<file path="config.mk">
export PLATFORM = sky130hd
export DESIGN_NAME = utf8_comment_validator_top
export DESIGN_NICKNAME = d
export VERILOG_FILES = /design/src/ucv_pkg.sv /design/src/ucv_cfg.sv /design/src/ucv_decode.sv /design/src/utf8_comment_validator_top.sv
export SDC_FILE = /design/constraint.sdc
export NUM_CORES = 1
export LEC_CHECK = 0
export BUFFER_PORTS_ARGS = -buffer_cell sky130_fd_sc_hd__buf_2
export CORE_ASPECT_RATIO = 2
export CORE_MARGIN = 3
export CORE_UTILIZATION = 50
export DETAILED_ROUTE_END_ITERATION = 8
export GPL_TIMING_DRIVEN = 0
export PLACE_DENSITY = 0.84
export SLEW_MARGIN = 20
export SYNTH_ARGS = -nofsm -noshare
export SYNTH_HDL_FRONTEND = slang
export SYNTH_SLANG_ARGS = --single-unit
</file>
<file path="constraint.sdc">
create_clock -name clk_i -period 2.6 [get_ports clk_i]
set_input_delay 0 -clock clk_i [delete_from_list [all_inputs] [get_ports clk_i]]
set_output_delay 0 -clock clk_i [all_outputs]
set_load 0.02 [all_outputs]
</file>
<file path="src/ucv_pkg.sv">
`timescale 1ns / 1ps
// shared types, constants and the comment code point rule for the utf-8 validator
package ucv_pkg;

  localparam int unsigned CpW    = 21;
  localparam int unsigned PaddrW = 3;
  localparam int unsigned PdataW = 32;

  // register indexes (byte address bit 2 selects the register)
  localparam logic REG_COMMENT_MODE = 1'b0;

  // lead and continuation byte patterns
  localparam logic [7:0] CONT_MASK = 8'hC0;
  localparam logic [7:0] CONT_TAG  = 8'h80;
  localparam logic [7:0] LEAD2_TAG = 8'hC0;
  localparam logic [7:0] LEAD3_MSK = 8'hF0;
  localparam logic [7:0] LEAD3_TAG = 8'hE0;
  localparam logic [7:0] LEAD4_MSK = 8'hF8;
  localparam logic [7:0] LEAD4_TAG = 8'hF0;
  localparam logic [7:0] LEAD2_MSK = 8'hE0;

  // comment rule limits
  localparam logic [CpW-1:0] CP_C0_MAX = 21'h00001F;
  localparam logic [CpW-1:0] CP_TAB    = 21'h000009;
  localparam logic [CpW-1:0] CP_DEL    = 21'h00007F;
  localparam logic [CpW-1:0] CP_C1_MAX = 21'h00009F;
  localparam logic [CpW-1:0] CP_LSEP   = 21'h002028;
  localparam logic [CpW-1:0] CP_PSEP   = 21'h002029;

  typedef struct packed {
    logic [1:0]     bytes_left;
    logic [CpW-1:0] partial_code;
    logic           error_seen;
  } dec_state_t;

  typedef struct packed {
    logic           ok_so_far;
    logic           char_done;
    logic [CpW-1:0] code_point;
    logic           open_sequence;
  } dec_res_t;

  function automatic logic comment_allows(input logic [CpW-1:0] cp);
    logic allow;
    allow = 1'b1;
    if ((cp <= CP_C0_MAX) && (cp != CP_TAB)) allow = 1'b0;
    if (cp inside {[CP_DEL:CP_C1_MAX]}) allow = 1'b0;
    if ((cp == CP_LSEP) || (cp == CP_PSEP)) allow = 1'b0;
    return allow;
  endfunction

endpackage

</file>
<file path="src/ucv_cfg.sv">
`timescale 1ns / 1ps
// apb register file holding the comment mode bit
module ucv_cfg import ucv_pkg::*; (
  input  logic              clk_i,
  input  logic              rst_ni,
  input  logic              psel,
  input  logic              penable,
  input  logic              pwrite,
  input  logic [PaddrW-1:0] paddr,
  input  logic [PdataW-1:0] pwdata,
  output logic [PdataW-1:0] prdata,
  output logic              pready,
  output logic              comment_mode_o
);

  logic comment_mode_q, comment_mode_d;
  logic wr_en;

  assign pready = 1'b1;
  assign wr_en  = psel && penable && pwrite && (paddr[2] == REG_COMMENT_MODE);

  assign comment_mode_d = wr_en ? pwdata[0] : comment_mode_q;

  always_ff @(posedge clk_i or negedge rst_ni) begin
    if (!rst_ni) begin
      comment_mode_q <= 1'b0;
    end else begin
      comment_mode_q <= comment_mode_d;
    end
  end

  always_comb begin
    prdata = '0;
    if (paddr[2] == REG_COMMENT_MODE) prdata[0] = comment_mode_q;
  end

  assign comment_mode_o = comment_mode_q;

endmodule

</file>
<file path="src/ucv_decode.sv">
`timescale 1ns / 1ps
// per-byte decode step: next decoder state and the result fields
module ucv_decode import ucv_pkg::*; (
  input  dec_state_t cur_i,
  input  logic [7:0] byte_i,
  input  logic       last_i,
  input  logic       comment_mode_i,
  output dec_state_t nxt_o,
  output dec_res_t   res_o
);

  always_comb begin
    dec_state_t nxt;
    dec_res_t   res;
    logic       bad;
    nxt = cur_i;
    res = '0;
    bad = 1'b0;
    if (!cur_i.error_seen) begin
      if (cur_i.bytes_left != 2'd0) begin
        if ((byte_i & CONT_MASK) != CONT_TAG) begin
          bad = 1'b1;
        end else begin
          nxt.bytes_left   = cur_i.bytes_left - 2'd1;
          nxt.partial_code = {cur_i.partial_code[CpW-7:0], byte_i[5:0]};
        end
      end else if (!byte_i[7]) begin
        nxt.partial_code = {{(CpW-8){1'b0}}, byte_i};
      end else if ((byte_i & LEAD2_MSK) == LEAD2_TAG) begin
        nxt.bytes_left   = 2'd1;
        nxt.partial_code = {{(CpW-5){1'b0}}, byte_i[4:0]};
      end else if ((byte_i & LEAD3_MSK) == LEAD3_TAG) begin
        nxt.bytes_left   = 2'd2;
        nxt.partial_code = {{(CpW-4){1'b0}}, byte_i[3:0]};
      end else if ((byte_i & LEAD4_MSK) == LEAD4_TAG) begin
        nxt.bytes_left   = 2'd3;
        nxt.partial_code = {{(CpW-3){1'b0}}, byte_i[2:0]};
      end else begin
        bad = 1'b1;
      end

      if (bad) begin
        nxt.error_seen = 1'b1;
      end else if (nxt.bytes_left == 2'd0) begin
        res.char_done  = 1'b1;
        res.code_point = nxt.partial_code;
        if (comment_mode_i && !comment_allows(nxt.partial_code)) nxt.error_seen = 1'b1;
        nxt.partial_code = '0;
      end
      if (nxt.error_seen) begin
        nxt.bytes_left   = 2'd0;
        nxt.partial_code = '0;
      end
    end
    res.ok_so_far     = !nxt.error_seen;
    res.open_sequence = (nxt.bytes_left != 2'd0);
    // string boundary: start clean for the next string
    if (last_i) nxt = '0;
    nxt_o = nxt;
    res_o = res;
  end

endmodule

</file>
<file path="src/utf8_comment_validator_top.sv">
`timescale 1ns / 1ps
// top level of the utf-8 comment validator: byte register, decode step, result register
// a byte is registered on acceptance and its result registered when decoded
// throughput: one byte per cycle, sustained while the result side keeps taking results
// the decoder state loop (bytes left, partial code, error flag) runs through one register, state_q
// reset: asynchronous active-low; clears valids, decoder state and comment mode
// no clearing pass is needed after reset
module utf8_comment_validator_top import ucv_pkg::*; (
  input  logic              clk_i,
  input  logic              rst_ni,
  // apb configuration port
  input  logic              psel,
  input  logic              penable,
  input  logic              pwrite,
  input  logic [PaddrW-1:0] paddr,
  input  logic [PdataW-1:0] pwdata,
  output logic [PdataW-1:0] prdata,
  output logic              pready,
  // byte request channel
  input  logic              in_valid_i,
  output logic              in_ready_o,
  input  logic [7:0]        byte_value_i,
  input  logic              last_byte_i,
  // result channel
  output logic              out_valid_o,
  input  logic              out_ready_i,
  output logic              ok_so_far_o,
  output logic              char_done_o,
  output logic [CpW-1:0]    code_point_o,
  output logic              open_sequence_o,
  output logic              string_end_o
);

  logic comment_mode;

  ucv_cfg u_cfg (
    .clk_i          (clk_i),
    .rst_ni         (rst_ni),
    .psel           (psel),
    .penable        (penable),
    .pwrite         (pwrite),
    .paddr          (paddr),
    .pwdata         (pwdata),
    .prdata         (prdata),
    .pready         (pready),
    .comment_mode_o (comment_mode)
  );

  // input register
  logic       in_valid_q, in_valid_d;
  logic [7:0] in_byte_q;
  logic       in_last_q;

  // result register
  logic     out_valid_q, out_valid_d;
  dec_res_t out_res_q;
  logic     out_last_q;

  // decoder state, updated when the byte in the input register moves on
  dec_state_t state_q, state_d;
  dec_state_t dec_nxt;
  dec_res_t   dec_res;

  logic out_free;   // result register can take a new result this cycle
  logic advance;    // byte in the input register is decoded into the result register
  logic in_take;

  assign out_free   = !out_valid_q || out_ready_i;
  assign advance    = in_valid_q && out_free;
  assign in_ready_o = !in_valid_q || out_free;
  assign in_take    = in_valid_i && in_ready_o;

  ucv_decode u_decode (
    .cur_i          (state_q),
    .byte_i         (in_byte_q),
    .last_i         (in_last_q),
    .comment_mode_i (comment_mode),
    .nxt_o          (dec_nxt),
    .res_o          (dec_res)
  );

  assign in_valid_d  = in_take || (in_valid_q && !advance);
  assign out_valid_d = advance || (out_valid_q && !out_ready_i);
  assign state_d     = advance ? dec_nxt : state_q;

  // control state with reset
  always_ff @(posedge clk_i or negedge rst_ni) begin
    if (!rst_ni) begin
      in_valid_q  <= 1'b0;
      out_valid_q <= 1'b0;
      state_q     <= '0;
    end else begin
      in_valid_q  <= in_valid_d;
      out_valid_q <= out_valid_d;
      state_q     <= state_d;
    end
  end

  // payload registers, loaded only on a move
  always_ff @(posedge clk_i) begin
    if (in_take) begin
      in_byte_q <= byte_value_i;
      in_last_q <= last_byte_i;
    end
    if (advance) begin
      out_res_q  <= dec_res;
      out_last_q <= in_last_q;
    end
  end

  assign out_valid_o     = out_valid_q;
  assign ok_so_far_o     = out_res_q.ok_so_far;
  assign char_done_o     = out_res_q.char_done;
  assign code_point_o    = out_res_q.code_point;
  assign open_sequence_o = out_res_q.open_sequence;
  assign string_end_o    = out_last_q;

`ifndef SYNTHESIS
  // a code point is only reported when a character completes
  assert property (@(posedge clk_i) disable iff (!rst_ni)
    out_valid_o && !char_done_o |-> code_point_o == '0)
    else $error("code point nonzero without a completed character");

  // an open sequence can only be reported while the string is still clean
  assert property (@(posedge clk_i) disable iff (!rst_ni)
    out_valid_o && open_sequence_o |-> ok_so_far_o)
    else $error("open sequence reported after an error");

  // a failing completed character can only come from the comment rule
  assert property (@(posedge clk_i) disable iff (!rst_ni)
    out_valid_o && char_done_o && !ok_so_far_o |-> comment_mode)
    else $error("completed character failed outside comment mode");

  // decoding the last byte of a string leaves the decoder clear
  assert property (@(posedge clk_i) disable iff (!rst_ni)
    advance && in_last_q |=> state_q == '0)
    else $error("decoder state not cleared at string end");
`endif

endmodule
</file>
# Word-level counts from Yosys, hierarchy flattened
# Index checks and enable logic that the tools add are counted.
dict set report classes {
  addsub 1
  n_mul 0
  div 0
  order_cmp 3
  eq_ne 8
  shifts 0
  muxes 31
  bitwise 2
  reduce_logical 27
}
# cell n
set ops {}
lappend ops {{two-way mux 23 bit} 7}
lappend ops {{two-way mux 24 bit} 2}
lappend ops {{two-way mux 22 bit} 2}
lappend ops {{equality test 21 x 14 -> 1 bit (second input constant)} 2}
lappend ops {{two-way mux 21 bit} 2}
lappend ops {{>= comparator 21 x 7 -> 1 bit (second input constant)} 1}
lappend ops {{<= comparator 21 x 5 -> 1 bit (second input constant)} 1}
lappend ops {{<= comparator 21 x 8 -> 1 bit (second input constant)} 1}
lappend ops {{!= test 21 x 4 -> 1 bit (second input constant)} 1}
lappend ops {{two-way mux 1 bit} 17}
lappend ops {{logical AND 1 bit} 10}
lappend ops {{zero test 1 bit} 6}
lappend ops {{equality test 5 bit (second input constant)} 1}
lappend ops {{logical OR 1 bit} 5}
lappend ops {{equality test 4 bit (second input constant)} 1}
lappend ops {{!= test 2 bit (second input constant)} 2}
lappend ops {{nonzero test 2 bit} 2}
lappend ops {{equality test 3 bit (second input constant)} 1}
lappend ops {{OR reduction 3 bit} 1}
lappend ops {{zero test 2 bit} 1}
lappend ops {{two-way mux 2 bit} 1}
lappend ops {{NOT 1 bit} 2}
lappend ops {{AND reduction 2 bit} 1}
lappend ops {{OR reduction 2 bit} 1}
lappend ops {{subtractor 2 x 1 -> 2 bit (second input constant)} 1}
dict set report totals {
  reg_bits 61
  latch_bits 0
  mem_bits_rw 0
  romBits 0
  word_cells 85
  n_memories 0
}

# Logic depth before layout (Yosys ltp)
# Gate-level depths: netlist of the first run.
dict set report depth {
  ltp_word 24
  ltp_mapped 12
  ltp_nobuf 9
}

# Cells and area by module
# From an unflattened synthesis of the first run, not the netlist that was laid out.
dict set report unflattened {
  cells_unflattened 326
  area_unflattened_um2 3574.7
}
# mod n_inst cells_each area_per_inst_um2 seq_area_each_um2
set by_module_without_submodules {}
lappend by_module_without_submodules {utf8_comment_validator_top 1 93 2090.8 1671.6}
lappend by_module_without_submodules {ucv_decode 1 195 1182.4 0.0}
lappend by_module_without_submodules {ucv_cfg 1 38 301.5 25.0}

# Least setup slack after synthesis of the first run
# No wires, ideal clock.
dict set report synth_timing {
  path_kind {reg-to-reg}
  from {reg state_q[22] (netlist bit)}
  to {reg out_res_q (netlist bit ok_so_far_o) (data pin)}
  setup_time_ns 0.267
  t_arrival_ns 1.946
  required_time_ns 2.333
  slack_ns 0.387
  stages_incl_launch_ff 12
  path_buffers 2
  period_less_slack_ns 2.213
  path_cell_list {dfrtp_1 inv_1 ha_1 buf_6 buf_6 mux2i_1 o22ai_1 a31oi_1 nand4_1 a31o_1 nand4b_1 o21ai_0}
}
# element line_no
set synth_rtl {}
lappend synth_rtl {{start, declared} utf8_comment_validator_top.sv:60} ;# dec_state_t state_q, state_d;
lappend synth_rtl {{start signal, assigned} utf8_comment_validator_top.sv:95} ;# state_q <= state_d;
lappend synth_rtl {{end signal, assigned} utf8_comment_validator_top.sv:106} ;# out_res_q <= dec_res;
lappend synth_rtl {{end, declared} utf8_comment_validator_top.sv:56} ;# dec_res_t out_res_q;

==> results of run 1 <==
cell usage after synthesis (all sizes together) (2+ instances only):
cell | instances | share of area, %
nand4 | 3 | 0.58
and3 | 2 | 0.54
conb | 2 | 0.23
mux2i | 9 | 2.8
a31o | 2 | 0.54
nand3b | 2 | 0.46
buf | 45 | 10
nor3 | 7 | 1.5
nor2 | 19 | 2.2
nor2b | 4 | 0.77
nand3 | 5 | 0.77
o22ai | 5 | 0.97
a21boi | 4 | 0.93
inv | 7 | 0.81
a21oi | 3 | 0.58
and2 | 13 | 2.6
nand2 | 21 | 2.4
mux2 | 4 | 1.4
a31oi | 6 | 1.2
nor4 | 4 | 0.97
a22o | 12 | 3.3
or2 | 2 | 0.39
nand2b | 5 | 0.97
dfrtp | 27 | 21
nand4b | 3 | 0.81
clkbuf | 4 | 0.46
edfxtp | 34 | 32
and3b | 2 | 0.54
o21ai | 22 | 3.6
kinds of logic after synthesis:
kind of cell | after synthesis | synth area share [%]
AO/OA/AOI/OAI | 64 | 14.0
adder cells (fa/ha/maj) | 1 | 0.387
buffers and inverters | 56 | 11.6
flip-flops | 61 | 52.5
multiplexers | 13 | 4.18
other | 2 | 0.232
AND/OR/NAND/NOR | 96 | 17.2
metrics by stage:
step	hold slack (ps)	TNS [ps]	total power, mW
2_1_floorplan	-296	0	1.61
3_3_place_gp	37.8	-114	1.75
3_5_place_dp	48.5	-218	1.77
4_1_cts	22.8	0	3.01
5_1_grt	67.0	0	3.14
6_report	37.9	0	3.03
cells in the final DEF (no fill, tap or decap), drive strengths merged, types with 7 or more instances in the layout:
| master | count |
|---|---|
| buf | 92 |
| nor3 | 7 |
| conb | 32 |
| edfxtp | 34 |
| and2 | 13 |
| clkbuf | 18 |
| dfrtp | 27 |
| dlygate4sd3 | 14 |
| a22o | 12 |
| nand2 | 21 |
| o21ai | 22 |
| nor2 | 19 |
| mux2i | 9 |
power by group:
group / leakage (nW) / internal, mW / total, mW / switching [mW]
combinational: 1.07 / 0.260 / 0.669 / 0.409
clock: 0.159 / 0.809 / 1.21 / 0.400
sequential: 0.701 / 1.11 / 1.15 / 0.0414
worst max-delay path: cells and delay by family (launching register included):
family / cells / cell delay [ps]
AOI/OAI and AO/OA: 4 / 710
muxes: 1 / 180
adders and majority gates: 1 / 150
buffers and inverters: 3 / 390
and+or+nand+nor: 2 / 320
DFF: 1 / 450
per-layer routing:
layer	global-route usage (%)	routed length [µm]	share of wire [%]	vias to the layer above
li1	-	-	-	1202
met3	5.71	431	5.9	24
met1	19.8	2530	35	1172
met2	36.1	4040	55	105
met5	0	0	0	-
met4	13.6	293	4.0	0
layout make-up:
class	instances	share of cell area, %
Clock inverter	2	0.237
Tap cell	84	2.49
Sequential cell	61	40.1
Clock buffer	14	7.25
Multi-Input combinational cell	206	31.5
Buffer	49	8.34
Timing Repair Buffer	61	9.29
Inverter	7	0.710
final timing paths:
path                                    startpoint                          endpoint  slack, ps  cells past startpoint
max reg2reg                state_q[22]$_DFFE_PN0P_             ok_so_far_o$_DFFE_PP_        120                     11
max                        state_q[22]$_DFFE_PN0P_             ok_so_far_o$_DFFE_PP_        120                     11
min reg2reg                   in_valid_q$_DFF_PN0_             out_valid_o$_DFF_PN0_        490                      1
min in group asynchronous                   rst_ni           state_q[16]$_DFFE_PN0P_        210                      2
max in group asynchronous                   rst_ni           state_q[22]$_DFFE_PN0P_       1940                      2
min                                         pwrite  u_cfg.comment_mode_o$_DFFE_PN0P_         40                      3
sequential cells by signal, summed over array words and instances, names as in the netlist:
register,count
code_point_o,21
in_valid_q,1
u_cfg.comment_mode_o,1
char_done_o,1
in_last_q,1
ok_so_far_o,1
state_q,24
string_end_o,1
out_valid_o,1
open_sequence_o,1
in_byte_q,8
timing repair:
item	4_1_cts	5_1_grt
endpoints found under the hold margin	39	0
hold buffers	14	0
pin swaps	1	3
gates resized for setup	6	8
endpoints found under the setup margin	12	41
buffers inserted	2	0
==> metrics.txt, run 1 <==
count of final hold-check violations=0; Root Buffer=sky130_fd_sc_hd__clkbuf_16; number of iterations in the first detailed-routing pass=4; fraction of layout instances using a drive strength above 1=33.8%; Finished Core Util=68.7%; Starting Density=52.5%; area of the die=7530 µm²; max-capacitance violation count=0; outcome=complete, no violations; critical path class=reg2reg; number of standard cells in the layout, taps in and fillers out=484; Routed Wire Length=7290 µm; RD Place Congestion=0.891; buffers added on ports=45; critical path cell sequence=inv_2, ha_4, buf_8, buf_6, mux2i_1, o2bb2ai_1, a21oi_2, nand4_1, a31o_1, nand4b_1, o21ai_0; Syn Area/Cell=11.0 µm²; Residual DRC=0; sequential cell area fraction in the yosys report=52.5%; Post-synth EDFFs=34; post-layout instance area=4230 µm²; dominant synthesized flop cell=sky130_fd_sc_hd__edfxtp_1; time the worst path needs with I/O delays and setup=2480 ps; first-pass GRT wire length=11,800 µm; H-tree Lvls=3; maximum frequency from static timing analysis=404 MHz; count of yosys warnings during synthesis=0; post-detailed-route count of antenna-violating nets=0; required time at the endpoint of the critical path=2670 ps; static leakage power=1.93 nW; area after detailed placement=3680 µm²; routed vias/inst=5.17; total setup violations reported at the end of the flow=0; count of unique library cells instantiated by Yosys=57; post-synth design cell area=3230 µm²; number of primary I/O pins=111; Layout area overhead=30.8%; Global Route Usage Sum=20.3%; post-placement setup slack=-170 ps; clock latency on the worst-skew pair=330 ps; TritonCTS clock tree=done; post-route clock period utilization=95.3%; Initial DRC Count=101; slack of the critical path=122 ps; number of global-route vias before repair=2,548; die width=62.9 µm; Crit path largest cell delay=450 ps; critical path arrival=2550 ps; antenna diode count=0; area of the core=6160 µm²; final net count=447; vertical die dimension=120 µm; number of standard-cell rows in the floorplan=40; count of pins over their slew limit=0; area taken by multi-input logic gates=1330 µm²; Detailed Place HPWL=5080 µm; worst-path cell with the longest stage delay=sky130_fd_sc_hd__dfrtp_2; clock transition time at the flip-flop clock pins of the worst setup and hold paths=50 ps; VDD IR-drop max=0.000389 V; PwrDens=716 nW/µm²; # fillers=460; clock buffer count from CTS=9; sum of overflow across all layers after global routing=0; setup repair after global routing missed its margin=no; register bit count reported by yosys=61; Seq. cell area=1700 µm²; Max-Slew Margin vs Limit=58.1%; Crit. End Element=register; pin count of the biggest net entering global routing=28; clock tree buffer depth=2; vias after detailed routing=2,503; final routed wire length divided by cell count=15.1 µm; pin slew with the least headroom to its limit=629 ps; initial antenna violation count=0; share of flip-flops with an asynchronous set or reset after synthesis=44.3%; Max Clock Skew=3.00 ps; Critical Path Fanout Max=10; type of origin of the critical path=register; number of placed cells counting well taps=452; class of the most critical hold timing path=in2reg; CTS Sinks=61; Synth Instances=293
No activity file was read; power rests on OpenSTA's default activity.
==> run 2: changes to the inputs <==
- CORE_MARGIN: 3 -> 2
- SLEW_MARGIN: 20 -> default
==> run 2 against run 1 <==
Net effect: the flow now finishes with violations (setup timing); first-iteration DRC count rose by 12%; die area fell by 4.8%; critical path depth did not move; wire length rose by 2.9%; clock power fell by 16%; power fell by 6.1%; maximum frequency fell by 4.8%; worst setup slack got worse by 130 ps; critical endpoint is now state_q[0]$_DFFE_PN0P_.
==> metrics.txt, run 2 (same netlist as run 1, synthesis figures left out) <==
post-route clock period utilization=100% (+4.8 points); violated checks=setup timing; area of the die=7160 µm² (-4.8%); slack of the critical path=-4.00 ps (-126 ps); Crit path largest cell delay=410 ps (-40 ps); die width=60.9 µm (-3.2%); count of pins over their slew limit=0 (unchanged); count of final hold-check violations=0 (unchanged); critical path cell sequence=inv_1, ha_2, buf_6, nor3b_4, buf_4, nor3_2, a211o_1, and4bb_1, nand4b_1, nand4b_1, o211a_1; outcome=finished, violations left; Max-Slew Margin vs Limit=58.3% (+0.23 points); number of global-route vias before repair=2,600 (+2.0%); start point of the worst min-delay path=pwrite; most frequent standard cell in the layout excluding fill and tap cells=sky130_fd_sc_hd__buf_2; pin slew with the least headroom to its limit=626 ps (-3.41 ps); total power draw=2.85 mW (-6.1%); critical path class=reg2reg; number of standard cells in the layout, taps in and fillers out=490 (+1.2%); sum of negative setup slack=-4.63 ps (-4.63 ps); post-detailed-route count of antenna-violating nets=0 (unchanged); TritonCTS clock tree=done; number of iterations in the first detailed-routing pass=5 (+1); pin count of the biggest net entering global routing=28 (unchanged); PwrDens=682 nW/µm² (-4.8%); final routed wire length divided by cell count=15.3 µm (+1.7%); Crit. End Element=register; static leakage power=1.91 nW (-0.94%); number of standard-cell rows in the floorplan=41 (+2.5%); time the worst path needs with I/O delays and setup=2600 ps (+126 ps); register name with the most flops=state_q; clock latency on the worst-skew pair=330 ps (about the same); first-pass GRT wire length=11,600 µm (-1.2%); area of the core=6260 µm² (+1.7%); max FFs per register=24 (unchanged); post-layout instance area=4170 µm² (-1.4%); Register-to-Register Setup Slack=-4 ps (-130 ps); maximum frequency from static timing analysis=384 MHz (-4.8%); final net count=452 (+1.1%); Crit path top cell by count=sky130_fd_sc_hd__nand4b_1; sum of overflow across all layers after global routing=0 (unchanged); class of the most critical hold timing path=in2reg; Global Route Usage Sum=22.2% (+1.9 points); type of origin of the critical path=register; Critical Path Fanout Max=10 (unchanged); start point of the critical path=state_q[22]$_DFFE_PN0P_; critical path arrival=2830 ps (+280 ps); required time at the endpoint of the critical path=2820 ps (+150 ps); number of placed cells counting well taps=454 (+0.44%); Initial DRC Count=113 (+12%); worst-path cell with the longest stage delay=sky130_fd_sc_hd__nor3b_4; Max Clock Skew=7.54 ps (+4.54 ps); buffers added on ports=45 (unchanged); Layout area overhead=29.0%; area after detailed placement=3680 µm² (about the same); dominant delay contributor by cell family on the critical path=simple AND/OR/NAND/NOR gates; leading cell types in the layout, fill and taps excluded=sky130_fd_sc_hd__buf_2 (50), sky130_fd_sc_hd__buf_4 (45), sky130_fd_sc_hd__edfxtp_1 (34); clock tree buffer depth=2 (unchanged); VDD IR-drop max=0.000446 V (+14%); initial antenna violation count=0 (unchanged); Routed Wire Length=7500 µm (+2.9%); clock transition time at the flip-flop clock pins of the worst setup and hold paths=50 ps (about the same); clock buffer count from CTS=9 (unchanged); launching point of the worst reg2reg path=state_q[22]$_DFFE_PN0P_; antenna diode count=0 (unchanged); RD Place Congestion=0.950 (+6.6%); H-tree Lvls=3 (unchanged); total setup violations reported at the end of the flow=2 (+2); Root Buffer=sky130_fd_sc_hd__clkbuf_16; number of buffer and inverter stages on the critical path=3 (unchanged); CTS Sinks=61 (unchanged); Starting Density=51.7% (-0.86 points); vertical die dimension=118 µm (-1.7%); number of primary I/O pins=111 (unchanged); vias after detailed routing=2,615 (+4.5%); Finished Core Util=66.7% (-2.0 points); routed vias/inst=5.34 (+3.2%); max-capacitance violation count=0 (unchanged); fraction of layout instances using a drive strength above 1=33.4% (-0.33 points); Post-Route Hold Slack=49.8 ps (+11.9 ps); Residual DRC=0 (unchanged); post-placement setup slack=-193 ps (-22.8 ps); Detailed Place HPWL=5170 µm (+1.7%)
==> run 2: cell count changes in the layout (fill, tap and decap cells not counted), moves of 2 or more <==
cell / delta
sky130_fd_sc_hd__clkbuf_8: -2
sky130_fd_sc_hd__clkbuf_1: +2
sky130_fd_sc_hd__buf_4: +6
sky130_fd_sc_hd__clkbuf_16: -2
==> run 2: per-layer routing <==
layer	share of wire [%]	track usage, %	up-vias
met4	4.7	15.9	0
met5	0	0	-
met3	6.1	6.15	31
met1	33	21.9	1234
li1	-	-	1210
met2	56	37.1	140
==> run 2: repair_timing <==
item                                   in CTS  in global routing
pin swaps                                   3                  3
resized for setup                           6                  5
setup endpoints to repair                   3                 30
hold buffers                               14                  0
buffers inserted                            3                  4
endpoints found under the hold margin      39                  0
==> run 2: cell type report <==
cell class	count	area, µm²
Fill cell	500	2090
Sequential cell	61	1700
Multi-Input combinational cell	206	1320
Timing Repair Buffer	66	418
Buffer	49	349
Clock buffer	12	236
Tap cell	86	108
Inverter	7	30.0
Clock inverter	3	15.0
==> run 2: worst paths after layout <==
| path | to | depth (start not counted) |
|---|---|---|
| worst max register to register | state_q[0]$_DFFE_PN0P_ | 11 |
| min in group asynchronous | state_q[0]$_DFFE_PN0P_ | 2 |
| worst max-delay path | state_q[0]$_DFFE_PN0P_ | 11 |
| worst min register to register | out_valid_o$_DFF_PN0_ | 1 |
| max in group asynchronous | state_q[22]$_DFFE_PN0P_ | 2 |
| worst min-delay path | u_cfg.comment_mode_o$_DFFE_PN0P_ | 3 |
==> run 2: report_power, final <==
| part | internal, mW | switching [mW] | leakage, nW |
|---|---|---|---|
| combinational | 0.262 | 0.414 | 1.09 |
| sequential | 1.11 | 0.0405 | 0.701 |
| clock | 0.632 | 0.386 | 0.126 |
| total | 2.01 | 0.841 | 1.91 |
==> run 2: worst min-delay path: stages <==
cell and delay, ps:
sky130_fd_sc_hd__buf_2 100, sky130_fd_sc_hd__nand4b_1 90, sky130_fd_sc_hd__mux2_2 150
==> run 3: changes to the inputs <==
- PLACE_DENSITY: 0.84 -> 0.8
==> run 3 against run 2 <==
Net effect: the flow now finishes without violations; final area up 2.0%; sequential share of layout area decreased by 0.81 points; critical path depth stayed put; count of clock-buffer cells in the layout fell by 1; sequential power about the same; utilization grew 1.4 points; maximum frequency is 0.26% higher; first-iteration DRC count up 21%; cell count is 0.20% lower.
==> metrics.txt, run 3 (same netlist as run 1, synthesis figures left out) <==
sum of overflow across all layers after global routing=0 (unchanged); Layout area overhead=31.7%; static leakage power=1.93 nW (+1.1%); clock share of power=40.8% (+5.0 points); slack of the critical path=2.70 ps (+6.70 ps); pin count of the biggest net entering global routing=28 (unchanged); area of the die=7160 µm² (unchanged); register name with the most flops=state_q; vertical die dimension=118 µm (unchanged); VDD IR-drop max=0.000401 V (-10%); total power draw=3.09 mW (+8.7%); buffers added on ports=45 (unchanged); post-placement setup slack=-141 ps (+51.6 ps); net switching power figure=0.859 mW (+2.2%); worst-path cell with the longest stage delay=sky130_fd_sc_hd__dfrtp_2; Residual DRC=0 (unchanged); internal power=2.23 mW (+11%); Initial DRC Count=137 (+21%); H-tree Lvls=3 (unchanged); fraction of layout instances using a drive strength above 1=34.2% (+0.83 points); TritonCTS clock tree=done; pin slew with the least headroom to its limit=621 ps (-4.53 ps); area of the core=6260 µm² (unchanged); RD Place Congestion=0.947 (-0.27%); clock buffer count from CTS=9 (unchanged); Root Buffer=sky130_fd_sc_hd__clkbuf_16; Seq. cell area=1700 µm² (unchanged); leading cell types in the layout, fill and taps excluded=sky130_fd_sc_hd__buf_2 (50), sky130_fd_sc_hd__buf_4 (41), sky130_fd_sc_hd__edfxtp_1 (34); area taken by multi-input logic gates=1340 µm² (+1.3%); switching share of power=27.8% (-1.8 points); post-route clock period utilization=99.9% (-0.26 points); area after detailed placement=3680 µm² (unchanged); number of primary I/O pins=111 (unchanged); CTS Sinks=61 (unchanged); vias after detailed routing=2,575 (-1.5%); PwrDens=727 nW/µm² (+6.5%); number of buffer and inverter stages on the critical path=3 (unchanged); max FFs per register=24 (unchanged); Max Clock Skew=4.89 ps (-2.65 ps); number of standard-cell rows in the floorplan=41 (unchanged); Max-Slew Margin vs Limit=58.4% (+0.074 points); Starting Density=51.7% (unchanged); routed vias/inst=5.27 (-1.3%); critical path cell sequence=inv_2, ha_4, buf_8, buf_8, mux2i_2, o22ai_1, a31oi_2, nand4_1, a31o_1, nand4b_1, o21ai_0; Crit path largest cell delay=440 ps (+30 ps); post-layout instance area=4260 µm² (+2.0%); critical path class=reg2reg; Routed Wire Length=7480 µm (-0.29%); number of standard cells in the layout, taps in and fillers out=489 (-0.20%); most frequent standard cell in the layout excluding fill and tap cells=sky130_fd_sc_hd__buf_2; number of global-route vias before repair=2,532 (-2.6%); Global Route Usage Sum=22.0% (-0.21 points); # fillers=488 (-2.4%); die width=60.9 µm (unchanged); max-capacitance violation count=0 (unchanged); antenna diode count=0 (unchanged); type of origin of the critical path=register; number of iterations in the first detailed-routing pass=4 (-1); first-pass GRT wire length=11,700 µm (+0.76%); logic gate share of total power=22.0% (-1.8 points); count of final hold-check violations=0 (unchanged); total setup violations reported at the end of the flow=0 (-2); number of placed cells counting well taps=454 (unchanged); dominant delay contributor by cell family on the critical path=compound AO/OA/AOI/OAI gates; clock transition time at the flip-flop clock pins of the worst setup and hold paths=50 ps (about the same); outcome=complete, no violations; final net count=450 (-0.44%); Finished Core Util=68.0% (+1.4 points); clock latency on the worst-skew pair=330 ps (about the same); count of pins over their slew limit=0 (unchanged); final routed wire length divided by cell count=15.3 µm (about the same); class of the most critical hold timing path=in2reg; time the worst path needs with I/O delays and setup=2600 ps (-6.70 ps); critical path arrival=2660 ps (-170 ps); Sequential Power Share=37.3% (-3.2 points); Crit. End Element=register; post-detailed-route count of antenna-violating nets=0 (unchanged); required time at the endpoint of the critical path=2670 ps (-150 ps); Detailed Place HPWL=5110 µm (-1.1%); maximum frequency from static timing analysis=385 MHz (+0.26%); clock tree buffer depth=2 (unchanged); Crit path top cell by count=sky130_fd_sc_hd__buf_8; Critical Path Fanout Max=10 (unchanged); initial antenna violation count=0 (unchanged)
-- run 3: power by group through the flow --
stage | sequential [mW] | combinational (mW) | clock (mW)
2_1_floorplan | 1.21 | 0.400 | 0
3_3_place_gp | 1.16 | 0.591 | 0
3_5_place_dp | 1.17 | 0.604 | 0
4_1_cts | 1.15 | 0.643 | 1.27
5_1_grt | 1.16 | 0.734 | 1.31
6_report | 1.15 | 0.680 | 1.26
-- run 3: path summary, 6_finish.rpt --
path | from | endpoint | slack [ps] | cells after the start
hold reg to reg | in_valid_q$_DFF_PN0_ | out_valid_o$_DFF_PN0_ | 500 | 1
setup reg to reg | state_q[22]$_DFFE_PN0P_ | ok_so_far_o$_DFFE_PP_ | 3 | 11
hold / removal | pwrite | u_cfg.comment_mode_o$_DFFE_PN0P_ | 30 | 3
setup / recovery | state_q[22]$_DFFE_PN0P_ | ok_so_far_o$_DFFE_PP_ | 3 | 11
min in group asynchronous | rst_ni | state_q[15]$_DFFE_PN0P_ | 230 | 2
max in group asynchronous | rst_ni | state_q[22]$_DFFE_PN0P_ | 1930 | 2
-- run 3: timing repair --
action                     in CTS  in global routing
setup endpoints to repair       2                 32
hold endpoints to repair       39                  0
hold buffers                   14                  0
pin swaps                       1                  2
cloned                          0                  1
resized for setup               6                 11
setup buffers                   2                  2
-- run 3: tightest hold or removal path, delay by kind of cell --
kind / cells / cell delay [ps]
multiplexers: 1 / 150
buffers and inverters: 1 / 90
AND/OR/NAND/NOR: 1 / 90
-- run 3: cell type report --
| cell class | instances | share of cell area (%) |
|---|---|---|
| clock buffer | 11 | 5.70 |
| clock inverter | 5 | 1.73 |
| buffer | 49 | 8.38 |
| multi-input combinational | 206 | 31.4 |
| sequential | 61 | 39.9 |
| timing repair buffer | 63 | 9.58 |
| timing repair inverter | 1 | 0.118 |
| tap | 86 | 2.53 |
| inverter | 7 | 0.705 |
-- run 3: layer usage --
layer,GRT usage [%],routed length (µm),share of wire [%],up-vias
met4,13.2,350,4.7,0
met5,0,0,0,-
met2,37.9,4140,55,119
li1,-,-,-,1204
met3,5.16,394,5.3,32
met1,22.4,2600,35,1220
-- run 3: through the flow --
step | TNS (ps) | hold slack [ps]
global placement | -158 | 32.7
global route | -81.6 | 51.4
finish | 0 | 30.8
CTS | 0 | 32.4
floorplan | 0 | -296
detailed placement | -199 | 52.4
